**src/rtl/ctt_pkg.sv**
```systemverilog
// Shared widths, register indexes and sequencer states of the cubic trajectory tracker.
package ctt_pkg;

    // Field widths
    localparam int TIME_W    = 24;
    localparam int POS_W     = 32;
    localparam int KP_W      = 16;
    localparam int CFG_IDX_W = 2;

    // Serial multiplier: signed multiplicand, unsigned multiplier
    localparam int MCAND_W  = 34;
    localparam int MPLIER_W = 32;
    localparam int PROD_W   = MCAND_W + MPLIER_W;

    // Serial divider: unsigned dividend, divisor and quotient
    localparam int NUM_W = 66;
    localparam int DEN_W = 48;
    localparam int QUO_W = 32;

    // Normalised time u is unsigned Q1.30 and never exceeds one
    localparam int U_FRAC = 30;
    localparam int U_W    = 31;

    // Register reset values
    localparam logic [TIME_W-1:0] FINAL_TIME_RST = 24'h01_0000;
    localparam logic [KP_W-1:0]   KP_GAIN_RST    = 16'h0100;

    typedef enum logic [CFG_IDX_W-1:0] {
        CFG_START_POS  = 2'd0,
        CFG_TARGET_OFS = 2'd1,
        CFG_FINAL_TIME = 2'd2,
        CFG_KP_GAIN    = 2'd3
    } t_cfg_idx;

    typedef enum logic [3:0] {
        ST_IDLE,
        ST_DIV_U,
        ST_MUL_U2,
        ST_MUL_U3,
        ST_MUL_P,
        ST_MUL_V,
        ST_DIV_V,
        ST_MUL_TT,
        ST_MUL_A,
        ST_DIV_A,
        ST_MUL_C,
        ST_LOAD
    } t_state;

endpackage

```
**src/rtl/ctt_in_if.sv**
```systemverilog
// Request channel carrying one tick: elapsed time and measured position.
interface ctt_in_if;
    logic                            valid;
    logic                            ready;
    logic [ctt_pkg::TIME_W-1:0]      elapsed_time;
    logic signed [ctt_pkg::POS_W-1:0] measured_position;

    modport source (
        output valid, elapsed_time, measured_position,
        input  ready
    );

    modport sink (
        input  valid, elapsed_time, measured_position,
        output ready
    );
endinterface

```
**src/rtl/ctt_out_if.sv**
```systemverilog
// Result channel carrying planned motion, velocity command and finished flag.
interface ctt_out_if;
    logic                             valid;
    logic                             ready;
    logic signed [ctt_pkg::POS_W-1:0] planned_position;
    logic signed [ctt_pkg::POS_W-1:0] planned_velocity;
    logic signed [ctt_pkg::POS_W-1:0] planned_acceleration;
    logic signed [ctt_pkg::POS_W-1:0] velocity_command;
    logic                             finished;

    modport source (
        output valid, planned_position, planned_velocity, planned_acceleration,
        output velocity_command, finished,
        input  ready
    );

    modport sink (
        input  valid, planned_position, planned_velocity, planned_acceleration,
        input  velocity_command, finished,
        output ready
    );
endinterface

```
**src/rtl/ctt_mul.sv**
```systemverilog
// Bit-serial shift-add multiplier: signed multiplicand times unsigned multiplier.
module ctt_mul (
    input  logic                                i_clk,
    input  logic                                i_rst_n,
    input  logic                                i_start,
    input  logic signed [ctt_pkg::MCAND_W-1:0]  i_mcand,
    input  logic [ctt_pkg::MPLIER_W-1:0]        i_mplier,
    output logic                                o_done,
    output logic signed [ctt_pkg::PROD_W-1:0]   o_prod
);

    localparam int CNT_W = $clog2(ctt_pkg::MPLIER_W);
    localparam int HI_W  = ctt_pkg::MCAND_W + 1;

    logic                              r_busy;
    logic                              r_done;
    logic [CNT_W-1:0]                  r_cnt;
    logic signed [ctt_pkg::MCAND_W-1:0] r_a;
    logic [HI_W-1:0]                   r_hi;
    logic [ctt_pkg::MPLIER_W-1:0]      r_lo;
    logic [HI_W-1:0]                   n_sum;

    // Add the multiplicand into the upper half when the current multiplier bit is set
    always_comb begin
        n_sum = r_hi + (r_lo[0] ? {r_a[ctt_pkg::MCAND_W-1], r_a} : HI_W'(0));
    end

    // Step counter and completion pulse
    always_ff @(posedge i_clk) begin
        if (!i_rst_n) begin
            r_busy <= 1'b0;
            r_done <= 1'b0;
            r_cnt  <= '0;
        end else begin
            r_done <= 1'b0;
            if (i_start) begin
                r_busy <= 1'b1;
                r_cnt  <= '0;
            end else if (r_busy) begin
                r_cnt <= r_cnt + CNT_W'(1);
                if (r_cnt == CNT_W'(ctt_pkg::MPLIER_W - 1)) begin
                    r_busy <= 1'b0;
                    r_done <= 1'b1;
                end
            end
        end
    end

    // Shift the partial product right one bit per step
    always_ff @(posedge i_clk) begin
        if (i_start) begin
            r_a  <= i_mcand;
            r_hi <= '0;
            r_lo <= i_mplier;
        end else if (r_busy) begin
            r_hi <= {n_sum[HI_W-1], n_sum[HI_W-1:1]};
            r_lo <= {n_sum[0], r_lo[ctt_pkg::MPLIER_W-1:1]};
        end
    end

    assign o_done = r_done;
    assign o_prod = {r_hi[ctt_pkg::MCAND_W-1:0], r_lo};

endmodule

```
**src/rtl/ctt_div.sv**
```systemverilog
// Bit-serial restoring divider with quotient overflow detection.
module ctt_div (
    input  logic                          i_clk,
    input  logic                          i_rst_n,
    input  logic                          i_start,
    input  logic [ctt_pkg::NUM_W-1:0]     i_num,
    input  logic [ctt_pkg::DEN_W-1:0]     i_den,
    output logic                          o_done,
    output logic [ctt_pkg::QUO_W-1:0]     o_quo,
    output logic                          o_ovf
);

    localparam int CNT_W = $clog2(ctt_pkg::QUO_W);

    logic                        r_busy;
    logic                        r_done;
    logic [CNT_W-1:0]            r_cnt;
    logic [ctt_pkg::DEN_W-1:0]   r_rem;
    logic [ctt_pkg::DEN_W-1:0]   r_den;
    logic [ctt_pkg::QUO_W-1:0]   r_nlo;
    logic [ctt_pkg::QUO_W-1:0]   r_q;
    logic                        r_ovf;
    logic [ctt_pkg::DEN_W+1:0]   n_trial;
    logic                        n_borrow;

    // Trial subtract of the divisor from the shifted remainder
    always_comb begin
        n_trial  = {1'b0, r_rem, r_nlo[ctt_pkg::QUO_W-1]} - {2'b00, r_den};
        n_borrow = n_trial[ctt_pkg::DEN_W+1];
    end

    // Step counter and completion pulse
    always_ff @(posedge i_clk) begin
        if (!i_rst_n) begin
            r_busy <= 1'b0;
            r_done <= 1'b0;
            r_cnt  <= '0;
        end else begin
            r_done <= 1'b0;
            if (i_start) begin
                r_busy <= 1'b1;
                r_cnt  <= '0;
            end else if (r_busy) begin
                r_cnt <= r_cnt + CNT_W'(1);
                if (r_cnt == CNT_W'(ctt_pkg::QUO_W - 1)) begin
                    r_busy <= 1'b0;
                    r_done <= 1'b1;
                end
            end
        end
    end

    // Flag overflow when the upper dividend already reaches the divisor
    always_ff @(posedge i_clk) begin
        if (i_start) begin
            r_rem <= ctt_pkg::DEN_W'(i_num[ctt_pkg::NUM_W-1:ctt_pkg::QUO_W]);
            r_ovf <= ctt_pkg::DEN_W'(i_num[ctt_pkg::NUM_W-1:ctt_pkg::QUO_W]) >= i_den;
            r_den <= i_den;
            r_nlo <= i_num[ctt_pkg::QUO_W-1:0];
            r_q   <= '0;
        end else if (r_busy) begin
            if (!n_borrow) begin
                r_rem <= n_trial[ctt_pkg::DEN_W-1:0];
            end else begin
                r_rem <= {r_rem[ctt_pkg::DEN_W-2:0], r_nlo[ctt_pkg::QUO_W-1]};
            end
            r_nlo <= {r_nlo[ctt_pkg::QUO_W-2:0], 1'b0};
            r_q   <= {r_q[ctt_pkg::QUO_W-2:0], ~n_borrow};
        end
    end

    assign o_done = r_done;
    assign o_quo  = r_q;
    assign o_ovf  = r_ovf;

endmodule

```
**src/rtl/cubic_trajectory_tracker.sv**
```systemverilog
// Top level of the cubic rest-to-rest trajectory tracker for one axis.
//
//  channel   | dir | handshake         | contents
//  ----------+-----+-------------------+----------------------------------------------
//  i_in      | in  | valid / ready     | elapsed_time, measured_position
//  o_out     | out | valid / ready     | planned pos/vel/acc, velocity_command, finished
//  i_cfg_*   | in  | write enable only | register index, write data
//
// A moving tick makes ten passes through the shared bit-serial multiplier or divider
// between acceptance and a valid result.
// A finished tick (zero duration or time past the end) skips the passes and is loaded directly.
// Reset is synchronous and active low; it clears the held outputs and loads register defaults.
// A stalled result sits in the output register while the next request is already taken.
module cubic_trajectory_tracker (
    input  logic                            i_clk,
    input  logic                            i_rst_n,
    ctt_in_if.sink                          i_in,
    ctt_out_if.source                       o_out,
    input  logic                            i_cfg_we,
    input  logic [ctt_pkg::CFG_IDX_W-1:0]   i_cfg_idx,
    input  logic [ctt_pkg::POS_W-1:0]       i_cfg_data
);

    localparam int PW = ctt_pkg::POS_W;
    localparam int SW = 43;
    localparam logic [ctt_pkg::U_W+2:0] G_BASE = 34'd3 << ctt_pkg::U_FRAC;
    localparam logic signed [PW-1:0] SAT_MAX = 32'sh7FFF_FFFF;
    localparam logic signed [PW-1:0] SAT_MIN = 32'sh8000_0000;

    // Clamp a wide signed value to 32 bits
    function automatic logic signed [PW-1:0] sat32(input logic signed [SW-1:0] x);
        logic [SW-PW:0] top;
        top = x[SW-1:PW-1];
        if ((&top) || !(|top)) begin
            return x[PW-1:0];
        end
        return x[SW-1] ? SAT_MIN : SAT_MAX;
    endfunction

    // Apply sign to a quotient magnitude, clamping on overflow
    function automatic logic signed [PW-1:0] sat_mag(input logic [ctt_pkg::QUO_W-1:0] q,
                                                      input logic ovf, input logic neg);
        if (neg) begin
            if (ovf || (q[ctt_pkg::QUO_W-1] && (|q[ctt_pkg::QUO_W-2:0]))) begin
                return SAT_MIN;
            end
            return PW'(ctt_pkg::QUO_W'(0) - q);
        end
        if (ovf || q[ctt_pkg::QUO_W-1]) begin
            return SAT_MAX;
        end
        return PW'(q);
    endfunction

    // Configuration registers
    logic signed [PW-1:0]               r_start_pos;
    logic signed [PW-1:0]               r_target_ofs;
    logic [ctt_pkg::TIME_W-1:0]         r_final_time;
    logic [ctt_pkg::KP_W-1:0]           r_kp;

    // Sequencer
    ctt_pkg::t_state                    r_state;
    ctt_pkg::t_state                    n_state;
    logic                               r_go;

    // Working registers
    logic [ctt_pkg::TIME_W-1:0]         r_t;
    logic signed [PW-1:0]               r_m;
    logic                               r_fin;
    logic [ctt_pkg::U_W-1:0]            r_u;
    logic [ctt_pkg::U_W-1:0]            r_u2;
    logic [ctt_pkg::U_W-1:0]            r_u3;
    logic [ctt_pkg::DEN_W-1:0]          r_tt;
    logic signed [PW-1:0]               r_p;
    logic signed [PW-1:0]               r_v;
    logic signed [PW-1:0]               r_a;
    logic signed [PW-1:0]               r_c;

    // Output register, which also holds the last motion outputs
    logic                               r_ov;
    logic signed [PW-1:0]               r_o_pos;
    logic signed [PW-1:0]               r_o_vel;
    logic signed [PW-1:0]               r_o_acc;
    logic signed [PW-1:0]               r_o_cmd;
    logic                               r_o_fin;

    // Handshake and unit control
    logic                               in_ready;
    logic                               accept;
    logic                               fin_now;
    logic                               load;
    logic                               mul_start;
    logic signed [ctt_pkg::MCAND_W-1:0] mul_mcand;
    logic [ctt_pkg::MPLIER_W-1:0]       mul_mplier;
    logic                               mul_done;
    logic signed [ctt_pkg::PROD_W-1:0]  mul_prod;
    logic                               div_start;
    logic [ctt_pkg::NUM_W-1:0]          div_num;
    logic [ctt_pkg::DEN_W-1:0]          div_den;
    logic                               div_done;
    logic [ctt_pkg::QUO_W-1:0]          div_quo;
    logic                               div_ovf;

    // Derived operands
    logic [PW-1:0]                      d_mag;
    logic [ctt_pkg::U_W-1:0]            u_diff;
    logic [ctt_pkg::MPLIER_W-1:0]       w_six;
    logic [ctt_pkg::U_W+1:0]            b_full;
    logic [ctt_pkg::U_W+2:0]            g_full;
    logic [ctt_pkg::U_W+2:0]            g_abs;
    logic signed [PW:0]                 pm_diff;
    logic signed [SW-1:0]               p_sum;
    logic signed [SW-1:0]               c_sum;

    assign accept  = i_in.valid && in_ready;
    assign fin_now = (r_final_time == '0) || (i_in.elapsed_time > r_final_time);
    assign load    = (r_state == ctt_pkg::ST_LOAD) && (!r_ov || o_out.ready);

    // Form the operands of the cubic from the normalised time, and the position and command sums
    always_comb begin
        d_mag   = r_target_ofs[PW-1] ? PW'(-r_target_ofs) : PW'(r_target_ofs);
        u_diff  = r_u - r_u2;
        w_six   = ctt_pkg::MPLIER_W'({u_diff, 2'b00}) + ctt_pkg::MPLIER_W'({u_diff, 1'b0});
        b_full  = (ctt_pkg::U_W+2)'({r_u2, 1'b0}) + (ctt_pkg::U_W+2)'(r_u2)
                - (ctt_pkg::U_W+2)'({r_u3, 1'b0});
        g_full  = G_BASE - ((ctt_pkg::U_W+3)'({r_u, 2'b00}) + (ctt_pkg::U_W+3)'({r_u, 1'b0}));
        g_abs   = g_full[ctt_pkg::U_W+2] ? ((ctt_pkg::U_W+3)'(0) - g_full) : g_full;
        pm_diff = (PW+1)'(r_p) - (PW+1)'(r_m);
        p_sum   = SW'(r_start_pos)
                + SW'($signed(mul_prod[ctt_pkg::U_FRAC+PW:ctt_pkg::U_FRAC]));
        c_sum   = SW'(r_v) + SW'($signed(mul_prod[49:8]));
    end

    // Sequencer next state
    always_comb begin
        n_state = r_state;
        unique case (r_state)
            ctt_pkg::ST_IDLE: begin
                if (accept) begin
                    n_state = fin_now ? ctt_pkg::ST_LOAD : ctt_pkg::ST_DIV_U;
                end
            end
            ctt_pkg::ST_DIV_U:  if (div_done) n_state = ctt_pkg::ST_MUL_U2;
            ctt_pkg::ST_MUL_U2: if (mul_done) n_state = ctt_pkg::ST_MUL_U3;
            ctt_pkg::ST_MUL_U3: if (mul_done) n_state = ctt_pkg::ST_MUL_P;
            ctt_pkg::ST_MUL_P:  if (mul_done) n_state = ctt_pkg::ST_MUL_V;
            ctt_pkg::ST_MUL_V:  if (mul_done) n_state = ctt_pkg::ST_DIV_V;
            ctt_pkg::ST_DIV_V:  if (div_done) n_state = ctt_pkg::ST_MUL_TT;
            ctt_pkg::ST_MUL_TT: if (mul_done) n_state = ctt_pkg::ST_MUL_A;
            ctt_pkg::ST_MUL_A:  if (mul_done) n_state = ctt_pkg::ST_DIV_A;
            ctt_pkg::ST_DIV_A:  if (div_done) n_state = ctt_pkg::ST_MUL_C;
            ctt_pkg::ST_MUL_C:  if (mul_done) n_state = ctt_pkg::ST_LOAD;
            ctt_pkg::ST_LOAD:   if (load) n_state = ctt_pkg::ST_IDLE;
            default:            n_state = ctt_pkg::ST_IDLE;
        endcase
    end

    // Sequencer outputs: ready, unit launches and operand selection
    always_comb begin
        in_ready   = 1'b0;
        mul_start  = 1'b0;
        mul_mcand  = '0;
        mul_mplier = '0;
        div_start  = 1'b0;
        div_num    = '0;
        div_den    = '0;
        unique case (r_state)
            ctt_pkg::ST_IDLE: begin
                in_ready = 1'b1;
            end
            ctt_pkg::ST_DIV_U: begin
                div_start = r_go;
                div_num   = ctt_pkg::NUM_W'({r_t, ctt_pkg::U_FRAC'(0)});
                div_den   = ctt_pkg::DEN_W'(r_final_time);
            end
            ctt_pkg::ST_MUL_U2: begin
                mul_start  = r_go;
                mul_mcand  = ctt_pkg::MCAND_W'(r_u);
                mul_mplier = ctt_pkg::MPLIER_W'(r_u);
            end
            ctt_pkg::ST_MUL_U3: begin
                mul_start  = r_go;
                mul_mcand  = ctt_pkg::MCAND_W'(r_u2);
                mul_mplier = ctt_pkg::MPLIER_W'(r_u);
            end
            ctt_pkg::ST_MUL_P: begin
                mul_start  = r_go;
                mul_mcand  = ctt_pkg::MCAND_W'(r_target_ofs);
                mul_mplier = b_full[ctt_pkg::MPLIER_W-1:0];
            end
            ctt_pkg::ST_MUL_V: begin
                mul_start  = r_go;
                mul_mcand  = ctt_pkg::MCAND_W'(d_mag);
                mul_mplier = w_six;
            end
            ctt_pkg::ST_DIV_V: begin
                div_start = r_go;
                div_num   = ctt_pkg::NUM_W'(mul_prod);
                div_den   = ctt_pkg::DEN_W'({r_final_time, 14'd0});
            end
            ctt_pkg::ST_MUL_TT: begin
                mul_start  = r_go;
                mul_mcand  = ctt_pkg::MCAND_W'(r_final_time);
                mul_mplier = ctt_pkg::MPLIER_W'(r_final_time);
            end
            ctt_pkg::ST_MUL_A: begin
                mul_start  = r_go;
                mul_mcand  = ctt_pkg::MCAND_W'(d_mag);
                mul_mplier = g_abs[ctt_pkg::MPLIER_W-1:0];
            end
            ctt_pkg::ST_DIV_A: begin
                div_start = r_go;
                div_num   = {mul_prod[ctt_pkg::NUM_W-4:0], 3'b000};
                div_den   = r_tt;
            end
            ctt_pkg::ST_MUL_C: begin
                mul_start  = r_go;
                mul_mcand  = ctt_pkg::MCAND_W'(pm_diff);
                mul_mplier = ctt_pkg::MPLIER_W'(r_kp);
            end
            ctt_pkg::ST_LOAD: begin
                in_ready = 1'b0;
            end
            default: begin
                in_ready = 1'b0;
            end
        endcase
    end

    assign i_in.ready = in_ready;

    // Advance the sequencer; flag the first cycle of every state to launch its unit
    always_ff @(posedge i_clk) begin
        if (!i_rst_n) begin
            r_state <= ctt_pkg::ST_IDLE;
            r_go    <= 1'b0;
        end else begin
            r_state <= n_state;
            r_go    <= (n_state != r_state);
        end
    end

    // Configuration writes
    always_ff @(posedge i_clk) begin
        if (!i_rst_n) begin
            r_start_pos  <= '0;
            r_target_ofs <= '0;
            r_final_time <= ctt_pkg::FINAL_TIME_RST;
            r_kp         <= ctt_pkg::KP_GAIN_RST;
        end else if (i_cfg_we) begin
            unique case (ctt_pkg::t_cfg_idx'(i_cfg_idx))
                ctt_pkg::CFG_START_POS:  r_start_pos  <= $signed(i_cfg_data);
                ctt_pkg::CFG_TARGET_OFS: r_target_ofs <= $signed(i_cfg_data);
                ctt_pkg::CFG_FINAL_TIME: r_final_time <= i_cfg_data[ctt_pkg::TIME_W-1:0];
                ctt_pkg::CFG_KP_GAIN:    r_kp         <= i_cfg_data[ctt_pkg::KP_W-1:0];
                default:                 r_kp         <= r_kp;
            endcase
        end
    end

    // Capture the request and each unit result as its pass completes
    always_ff @(posedge i_clk) begin
        if (accept) begin
            r_t   <= i_in.elapsed_time;
            r_m   <= i_in.measured_position;
            r_fin <= fin_now;
        end
        case (r_state)
            ctt_pkg::ST_DIV_U: begin
                if (div_done) r_u <= div_quo[ctt_pkg::U_W-1:0];
            end
            ctt_pkg::ST_MUL_U2: begin
                if (mul_done) r_u2 <= mul_prod[ctt_pkg::U_FRAC+ctt_pkg::U_W-1:ctt_pkg::U_FRAC];
            end
            ctt_pkg::ST_MUL_U3: begin
                if (mul_done) r_u3 <= mul_prod[ctt_pkg::U_FRAC+ctt_pkg::U_W-1:ctt_pkg::U_FRAC];
            end
            ctt_pkg::ST_MUL_P: begin
                if (mul_done) r_p <= sat32(p_sum);
            end
            ctt_pkg::ST_DIV_V: begin
                if (div_done) r_v <= sat_mag(div_quo, div_ovf, r_target_ofs[PW-1]);
            end
            ctt_pkg::ST_MUL_TT: begin
                if (mul_done) r_tt <= mul_prod[ctt_pkg::DEN_W-1:0];
            end
            ctt_pkg::ST_DIV_A: begin
                if (div_done) begin
                    r_a <= sat_mag(div_quo, div_ovf,
                                   r_target_ofs[PW-1] ^ g_full[ctt_pkg::U_W+2]);
                end
            end
            ctt_pkg::ST_MUL_C: begin
                if (mul_done) r_c <= sat32(c_sum);
            end
            default: begin
                r_tt <= r_tt;
            end
        endcase
    end

    // Output register: load a fresh motion result, or repeat the held one when finished
    always_ff @(posedge i_clk) begin
        if (!i_rst_n) begin
            r_ov    <= 1'b0;
            r_o_pos <= '0;
            r_o_vel <= '0;
            r_o_acc <= '0;
            r_o_cmd <= '0;
            r_o_fin <= 1'b0;
        end else if (load) begin
            r_ov    <= 1'b1;
            r_o_fin <= r_fin;
            if (!r_fin) begin
                r_o_pos <= r_p;
                r_o_vel <= r_v;
                r_o_acc <= r_a;
                r_o_cmd <= r_c;
            end
        end else if (o_out.ready) begin
            r_ov <= 1'b0;
        end
    end

    assign o_out.valid                = r_ov;
    assign o_out.planned_position     = r_o_pos;
    assign o_out.planned_velocity     = r_o_vel;
    assign o_out.planned_acceleration = r_o_acc;
    assign o_out.velocity_command     = r_o_cmd;
    assign o_out.finished             = r_o_fin;

    ctt_mul u_mul (
        .i_clk    (i_clk),
        .i_rst_n  (i_rst_n),
        .i_start  (mul_start),
        .i_mcand  (mul_mcand),
        .i_mplier (mul_mplier),
        .o_done   (mul_done),
        .o_prod   (mul_prod)
    );

    ctt_div u_div (
        .i_clk   (i_clk),
        .i_rst_n (i_rst_n),
        .i_start (div_start),
        .i_num   (div_num),
        .i_den   (div_den),
        .o_done  (div_done),
        .o_quo   (div_quo),
        .o_ovf   (div_ovf)
    );

endmodule

```
**src/flat_wrapper.sv**
```systemverilog
// flat-port wrapper written by rule: the top's interface ports become plain ports
module cubic_trajectory_tracker_flat 
  (i_clk, i_rst_n, i_cfg_we, i_cfg_idx, i_cfg_data, i_in_valid, i_in_elapsed_time, i_in_measured_position, i_in_ready, o_out_valid, o_out_planned_position, o_out_planned_velocity, o_out_planned_acceleration, o_out_velocity_command, o_out_finished, o_out_ready);
  ctt_in_if i_in_i ();
  ctt_out_if o_out_i ();
  input  logic i_clk;
  input  logic i_rst_n;
  input  logic i_cfg_we;
  input  logic [ctt_pkg::CFG_IDX_W-1:0] i_cfg_idx;
  input  logic [ctt_pkg::POS_W-1:0] i_cfg_data;
  input wire logic [$bits(i_in_i.valid)-1:0] i_in_valid;
  input wire logic [$bits(i_in_i.elapsed_time)-1:0] i_in_elapsed_time;
  input wire logic [$bits(i_in_i.measured_position)-1:0] i_in_measured_position;
  output wire logic [$bits(i_in_i.ready)-1:0] i_in_ready;
  output wire logic [$bits(o_out_i.valid)-1:0] o_out_valid;
  output wire logic [$bits(o_out_i.planned_position)-1:0] o_out_planned_position;
  output wire logic [$bits(o_out_i.planned_velocity)-1:0] o_out_planned_velocity;
  output wire logic [$bits(o_out_i.planned_acceleration)-1:0] o_out_planned_acceleration;
  output wire logic [$bits(o_out_i.velocity_command)-1:0] o_out_velocity_command;
  output wire logic [$bits(o_out_i.finished)-1:0] o_out_finished;
  input wire logic [$bits(o_out_i.ready)-1:0] o_out_ready;
  assign i_in_i.valid = i_in_valid;
  assign i_in_i.elapsed_time = i_in_elapsed_time;
  assign i_in_i.measured_position = i_in_measured_position;
  assign i_in_ready = i_in_i.ready;
  assign o_out_valid = o_out_i.valid;
  assign o_out_planned_position = o_out_i.planned_position;
  assign o_out_planned_velocity = o_out_i.planned_velocity;
  assign o_out_planned_acceleration = o_out_i.planned_acceleration;
  assign o_out_velocity_command = o_out_i.velocity_command;
  assign o_out_finished = o_out_i.finished;
  assign o_out_i.ready = o_out_ready;
  cubic_trajectory_tracker u_core (.i_clk(i_clk), .i_rst_n(i_rst_n), .i_in(i_in_i), .o_out(o_out_i), .i_cfg_we(i_cfg_we), .i_cfg_idx(i_cfg_idx), .i_cfg_data(i_cfg_data));
endmodule
```
**config.mk**
```make
export PLATFORM = sky130hd
export DESIGN_NAME = cubic_trajectory_tracker_flat
export DESIGN_NICKNAME = d
export VERILOG_FILES = /design/src/rtl/ctt_pkg.sv /design/src/rtl/ctt_in_if.sv /design/src/rtl/ctt_out_if.sv /design/src/rtl/ctt_mul.sv /design/src/rtl/ctt_div.sv /design/src/rtl/cubic_trajectory_tracker.sv /design/src/flat_wrapper.sv
export SDC_FILE = /design/constraint.sdc
export NUM_CORES = 2
export LEC_CHECK = 0
export BUFFER_PORTS_ARGS = -buffer_cell sky130_fd_sc_hd__clkbuf_2
export CAP_MARGIN = 20
export CORE_MARGIN = 3
export CORE_UTILIZATION = 60
export CTS_BUF_LIST = sky130_fd_sc_hd__clkbuf_2 sky130_fd_sc_hd__clkbuf_4 sky130_fd_sc_hd__clkbuf_8
export CTS_CLUSTER_SIZE = 20
export DETAILED_ROUTE_END_ITERATION = 6
export PLACE_DENSITY = 0.88
export SLEW_MARGIN = 20
export SYNTH_ARGS = -nofsm -noshare
export SYNTH_HDL_FRONTEND = slang
export SYNTH_HIERARCHICAL = 1
export SYNTH_SLANG_ARGS = --single-unit
```
**constraint.sdc**
```tcl
create_clock -name i_clk -period 14.09 [get_ports i_clk]
set_input_delay 0 -clock i_clk [delete_from_list [all_inputs] [get_ports i_clk]]
set_output_delay 0 -clock i_clk [all_outputs]
set_load 0.05 [all_outputs]
```
[Word-level counts from Yosys, hierarchy flattened]
Index checks and enable logic that the tools add are counted.
Word-level totals
  bits of input ports: 95
  logic and storage cells: 207
  flip-flop bits (word level): 840
  output and inout port bits: 131
Cells by class
  mux-type cells: 84
  bitwise logic cells: 6
  order comparisons: 2
  reduce and logical (&&, ||, !) cells: 44
  equality and inequality tests: 17
  add/subtract/negate cells: 16
Operators with widths (count)
  $mux 32: 23
  $pmux 34 s6: 1
  $pmux 66 s3: 1
  $pmux 32 s6: 1
  $pmux 48 s3: 1
  $mux 34: 2
  $sub 1x32->32 const A: 2
  $mux 4: 13
  $sub 49x48->50: 1
  $ge 34x48->1: 1
  $mux 48: 1
  $pmux 4 s12: 1
  $add 32x42->43: 1
  $mux 1: 39
  $add 35x35->35: 1
  $mux 35: 1
  $add 32x33->34: 1
  $add 33x32->34: 1
  $sub 32x34->34 const A: 1
  $sub 32x32->33: 1
  $add 32x31->32: 1
  $add 32x32->32: 1
  $neg 32->32: 1
  $sub 32x32->32: 1
  27 further kinds: 71

[Logic depth before layout (Yosys ltp)]
  depth after elaboration: 12
  gate-level depth with buffers: 26
  mapped depth without buffers: 26

[Modules after synthesis]
The synthesis kept the hierarchy.
Modules (own cells, without submodules)
  cubic_trajectory_tracker: times used 1, area each 38560.7 um2, cells each 4383, sequential area each 14574.0 um2
  ctt_div: times used 1, area each 10527.6 um2, cells each 1068, sequential area each 4514.3 um2
  ctt_mul: times used 1, area each 5840.6 um2, cells each 538, sequential area each 2802.7 um2

[Worst setup path before layout]
No wires, ideal clock.
  kind: register to register
  start: register u_core/r_u[0] in the netlist's numbering
  end: register u_core/u_mul/r_lo[30] in the netlist's numbering (data pin)
  library setup time: 0.260 ns
  required time: 13.830 ns
  path buffers: 0
  data arrival time: 5.586 ns
  clock period less this slack: 5.846 ns
  slack: 8.244 ns
  stages on the path, launching flop included: 26
  path through: edfxtp_1 inv_1 ha_1 inv_1 fa_1 a211oi_1 o211a_1 o211ai_1 a21oi_1 a21oi_1 nor2_1 xnor2_1 ha_1 a21o_1 a21o_1 a21o_1 a2111oi_0 a21oi_1 a221oi_1 nor3_1 a2111oi_0 a21oi_1 xor2_1 a222oi_1 o21ai_1 mux2_2
Between the ends
  word-level cells in the longest chain between the ends: 6
  elaborated cells on any way between the ends: 8
  those cells by class: add/sub (5); mux (3)
RTL lines
  from (decl): RTL line cubic_trajectory_tracker.sv:70  | logic [ctt_pkg::U_W-1:0] r_u;
  from (signal assigned): RTL line cubic_trajectory_tracker.sv:270  | if (div_done) r_u <= div_quo[ctt_pkg::U_W-1:0];
  $add 33x32->34: RTL line cubic_trajectory_tracker.sv:126  | g_full = G_BASE - ((ctt_pkg::U_W+3)'({r_u, 2'b00}) + (ctt_pkg::U_W+3)'({r_u, 1'b0}));
  $sub 32x34->34: RTL line cubic_trajectory_tracker.sv:126
  $sub 1x32->32: RTL line cubic_trajectory_tracker.sv:127  | g_abs = g_full[ctt_pkg::U_W+2] ? ((ctt_pkg::U_W+3)'(0) - g_full) : g_full;
  $mux 32: RTL line cubic_trajectory_tracker.sv:127
  $pmux 32 s6 (*): RTL line cubic_trajectory_tracker.sv:167  | unique case (r_state)
  net u_core.mul_mplier, one bit: RTL line cubic_trajectory_tracker.sv:94  | logic [ctt_pkg::MPLIER_W-1:0] mul_mplier;
  $mux 32 (*): RTL line ctt_mul.sv:51  | if (i_start) begin
  to (signal assigned): RTL line ctt_mul.sv:54  | r_lo <= i_mplier;
  to (signal assigned): RTL line ctt_mul.sv:57  | r_lo <= {n_sum[0], r_lo[ctt_pkg::MPLIER_W-1:1]};
  to (decl): RTL line ctt_mul.sv:20  | logic [ctt_pkg::MPLIER_W-1:0] r_lo;
Mark *: on every way through the listed nets, which the timed path passes. The rest lies on a longest branch.
A chain may end at the register's enable or synchronous reset.

[Worst setup path in the final report]
Same ends and word-level chain as after synthesis.

==> impl_metrics.json <==
{
  "ios": 226,
  "grt_setup_unrepaired": "false",
  "initial_core_util_pct": 60.7,
  "synth_sequential_area_ratio_pct": 39.9,
  "status": "finished, violations left",
  "layout-area-overhead-vs-synth_pct": 13.0,
  "worst-path-max-fanout": 8,
  "grt_pass1_vias": 47800,
  "clkTransAtPathRegs_ns": 0.06,
  "critPathMaxStageDelay_ns": 0.73,
  "root_buffer": "clkbuf_8",
  "final-setup-viol-count": 0,
  "drive_gt1_share_pct": 11.6,
  "hp-class": "input pin to flop",
  "grt_use_met2_pct": 61.1,
  "worst-setup-path-type": "flop to flop",
  "grt_pass1_wl_um": 290000,
  "netlist_instances": 5989,
  "drt-vias-per-instance": 6.62,
  "clk_latency_ns": 0.87,
  "synth-seq-cells": 840,
  "finalNetCount": 6869,
  "clock.fmax_mhz": 141,
  "layout_worst_path_cycle_share_pct": 50.3,
  "antenna_violating_nets_post_route": 0,
  "synthesis.nets": 6523,
  "cts_tree": "yes",
  "worst-slew-pin-transition_ns": 1.16,
  "antenna_violations_before_repair": 23,
  "number_of_unique_standard_cell_types_used_by_synthesis": 111,
  "leakage_nw": 25.2,
  "slew_headroom_pct": 22.2,
  "violations_in_the_final_reports": "design-rule violations",
  "max_cap_viol_count": 0,
  "drtIter0Drc": 7410,
  "crit_buf_inv": 2,
  "gpl.final_weighted_congestion": 1.01,
  "timing.critical_path.max_delay_family": "compound AO/OA/AOI/OAI gates",
  "average_wire_length_per_cell_after_detail_routing_um": 25.8,
  "grt_start_max_net_pins": 132,
  "synthMostInstantiatedCell": "nand2_1",
  "die_outline_width_um": 309,
  "synth_commonest_cells": "862 x nand2_1, 507 x edfxtp_1, 446 x a21oi_1, 400 x ha_1, 382 x inv_1",
  "synth_top_cells_by_area": "edfxtp_1 28%, dfxtp_1 12%, ha_1 9.1%",
  "cp-start-kind": "flop",
  "cts-root-to-sink-buffers": 3,
  "tritoncts.num_buffers": 144,
  "fp.dieArea_mm2": 0.0952,
  "design_power_total_mw": 8.64,
  "grt-ovfl-total": 0,
  "powerDensity_mw_per_mm2": 139,
  "synth_enable_flop_cells": 507,
  "worst_setup_path_end_kind": "flop",
  "finalClockSkew_ns": 0.0572,
  "netlist.area_leader.share_pct": 27.7,
  "critPathMostFrequentCell": "a21oi_1",
  "portBuffers": 225,
  "design.core.area_mm2": 0.0904,
  "setup-tns-final_ns": 0,
  "track_usage_pct": 40.3,
  "postCtsHoldBufs": 184,
  "peakVddDrop_mv": 0.106,
  "cts-htree-levels": 4,
  "fp.dieH_um": 309,
  "avgSynthCellArea_um2": 9.17,
  "ys.warnings.count": 6,
  "grt.busiest_layer": "met2",
  "synth_area_leader_cell": "edfxtp_1",
  "post-cts-setup-buffers": 0,
  "grtUsageMet1_pct": 54.0,
  "final-hold-violation-count": 0,
  "maxSlewViolCount": 0,
  "worst_ep_required_time_ns": 14.69,
  "post_synth_instance_area_mm2": 0.0549,
  "worst_path_max_delay_cell": "a2111oi_0",
  "hpwlAfterDp_um": 141000,
  "fin_crit_ns": 7.09,
  "yosys_most_used_dff": "edfxtp_1",
  "cts_resized": 0,
  "grtUsageMet3_pct": 10.3,
  "tritoncts_num_sinks": 840,
  "drt_wl_total_um": 197000,
  "post-route-drc-count": 5,
  "pre_repair_dr_iteration_count": 7,
  "critical_path_arrival_ns": 7.69,
  "vias": 50700,
  "row_count": 110,
  "fraction_of_registers_with_async_set_reset_pct": 0
}
registers in the layout, indices dropped and copies added, names as in the netlist, 32 cells and up:
signal,flops
u_core/r_v,32
u_core/r_start_pos,32
u_core/u_div/r_rem,48
u_core/r_c,32
u_core/r_p,32
u_core/o_out.planned_position,32
u_core/u_div/o_quo,32
u_core/r_a,32
u_core/o_out.planned_acceleration,32
u_core/r_m,32
u_core/o_out.planned_velocity,32
u_core/u_mul/r_a,34
u_core/u_mul/r_hi,34
u_core/r_tt,48
u_core/u_div/r_den,48
u_core/u_div/r_nlo,32
u_core/o_out.velocity_command,32
u_core/u_mul/r_lo,32
u_core/r_target_ofs,32
metrics by stage:
step	worst slack (ns)	hold slack, ns	instance area, um2	util (%)	instances
6_report	7.00	0.0873	62100	68.7	7649
5_1_grt	6.42	0.0759	62100	68.6	7638
4_1_cts	7.12	0.00106	62000	68.6	7632
3_5_place_dp	7.14	0.179	57100	63.2	7180
3_3_place_gp	7.13	0.178	57100	63.2	7180
2_1_floorplan	8.24	0.0989	54900	-	5989
power by group:
part	internal [mW]	total (mW)	switching [mW]	leakage, nW
Sequential	2.94	3.24	0.300	7.31
Clock	1.29	2.39	1.10	1.65
Combinational	1.09	3.01	1.91	16.3
Total	5.33	8.64	3.31	25.2
final timing paths:
check | startpoint | slack [ns] | end | depth (start not counted)
worst max register to register | u_core/r_u[0]$_DFFE_PP_ | 7.00 | u_core/u_mul/r_lo[30]$_DFFE_PP_ | 25
worst min-delay path | i_cfg_data[16] | 0.09 | u_core/r_start_pos[16]$_SDFFE_PN0P_ | 4
worst min register to register | u_core/u_mul/r_hi[3]$_SDFFE_PP0P_ | 0.44 | u_core/r_tt[35]$_DFFE_PP_ | 0
worst max-delay path | u_core/r_u[0]$_DFFE_PP_ | 7.00 | u_core/u_mul/r_lo[30]$_DFFE_PP_ | 25
tightest hold or removal path: cells and delay by family:
kind / cells / cell delay, ns
and+or+nand+nor: 1 / 0.09
buffers and inverters: 2 / 0.71
AOI/OAI and AO/OA: 1 / 0.07
cell type report:
cell class / count / area [um2]
tap: 1176 / 1470
multi-input combinational: 4475 / 30600
clock buffer: 216 / 2690
fill: 6651 / 28300
clock inverter: 52 / 397
sequential: 840 / 21900
timing repair buffer: 492 / 3600
inverter: 382 / 1430
antenna: 16 / 40.0
cells in the final DEF, fill, tap and decap left out, types with 126 or more instances in the layout:
master	count
a21boi_0	240
a21o_1	180
a21oi_1	445
clkbuf_2	224
clkbuf_8	171
dfxtp_1	331
dlygate4sd3_1	184
edfxtp_1	507
ha_1	400
inv_1	381
nand2_1	862
nor2_1	300
o21ai_0	294
xnor2_1	180
xor2_1	126
routing by layer:
metal  wire (um)  part of all wire (%)
met1       75700                    38
met2       85500                    43
met3       25400                    13
met4       10600                   5.4
met5          12                0.0061
logic make-up after synthesis:
| logic type | Yosys count | share of synthesized area, % |
|---|---|---|
| buffers and inverters | 674 | 4.75 |
| AOI/OAI and AO/OA | 1817 | 22.4 |
| DFF | 840 | 39.9 |
| and+or+nand+nor | 1762 | 14.6 |
| xor gates and xnor gates | 310 | 4.99 |
| muxes | 147 | 2.87 |
| adders and majority gates | 439 | 10.5 |
Power figures use the tool's default switching activity.
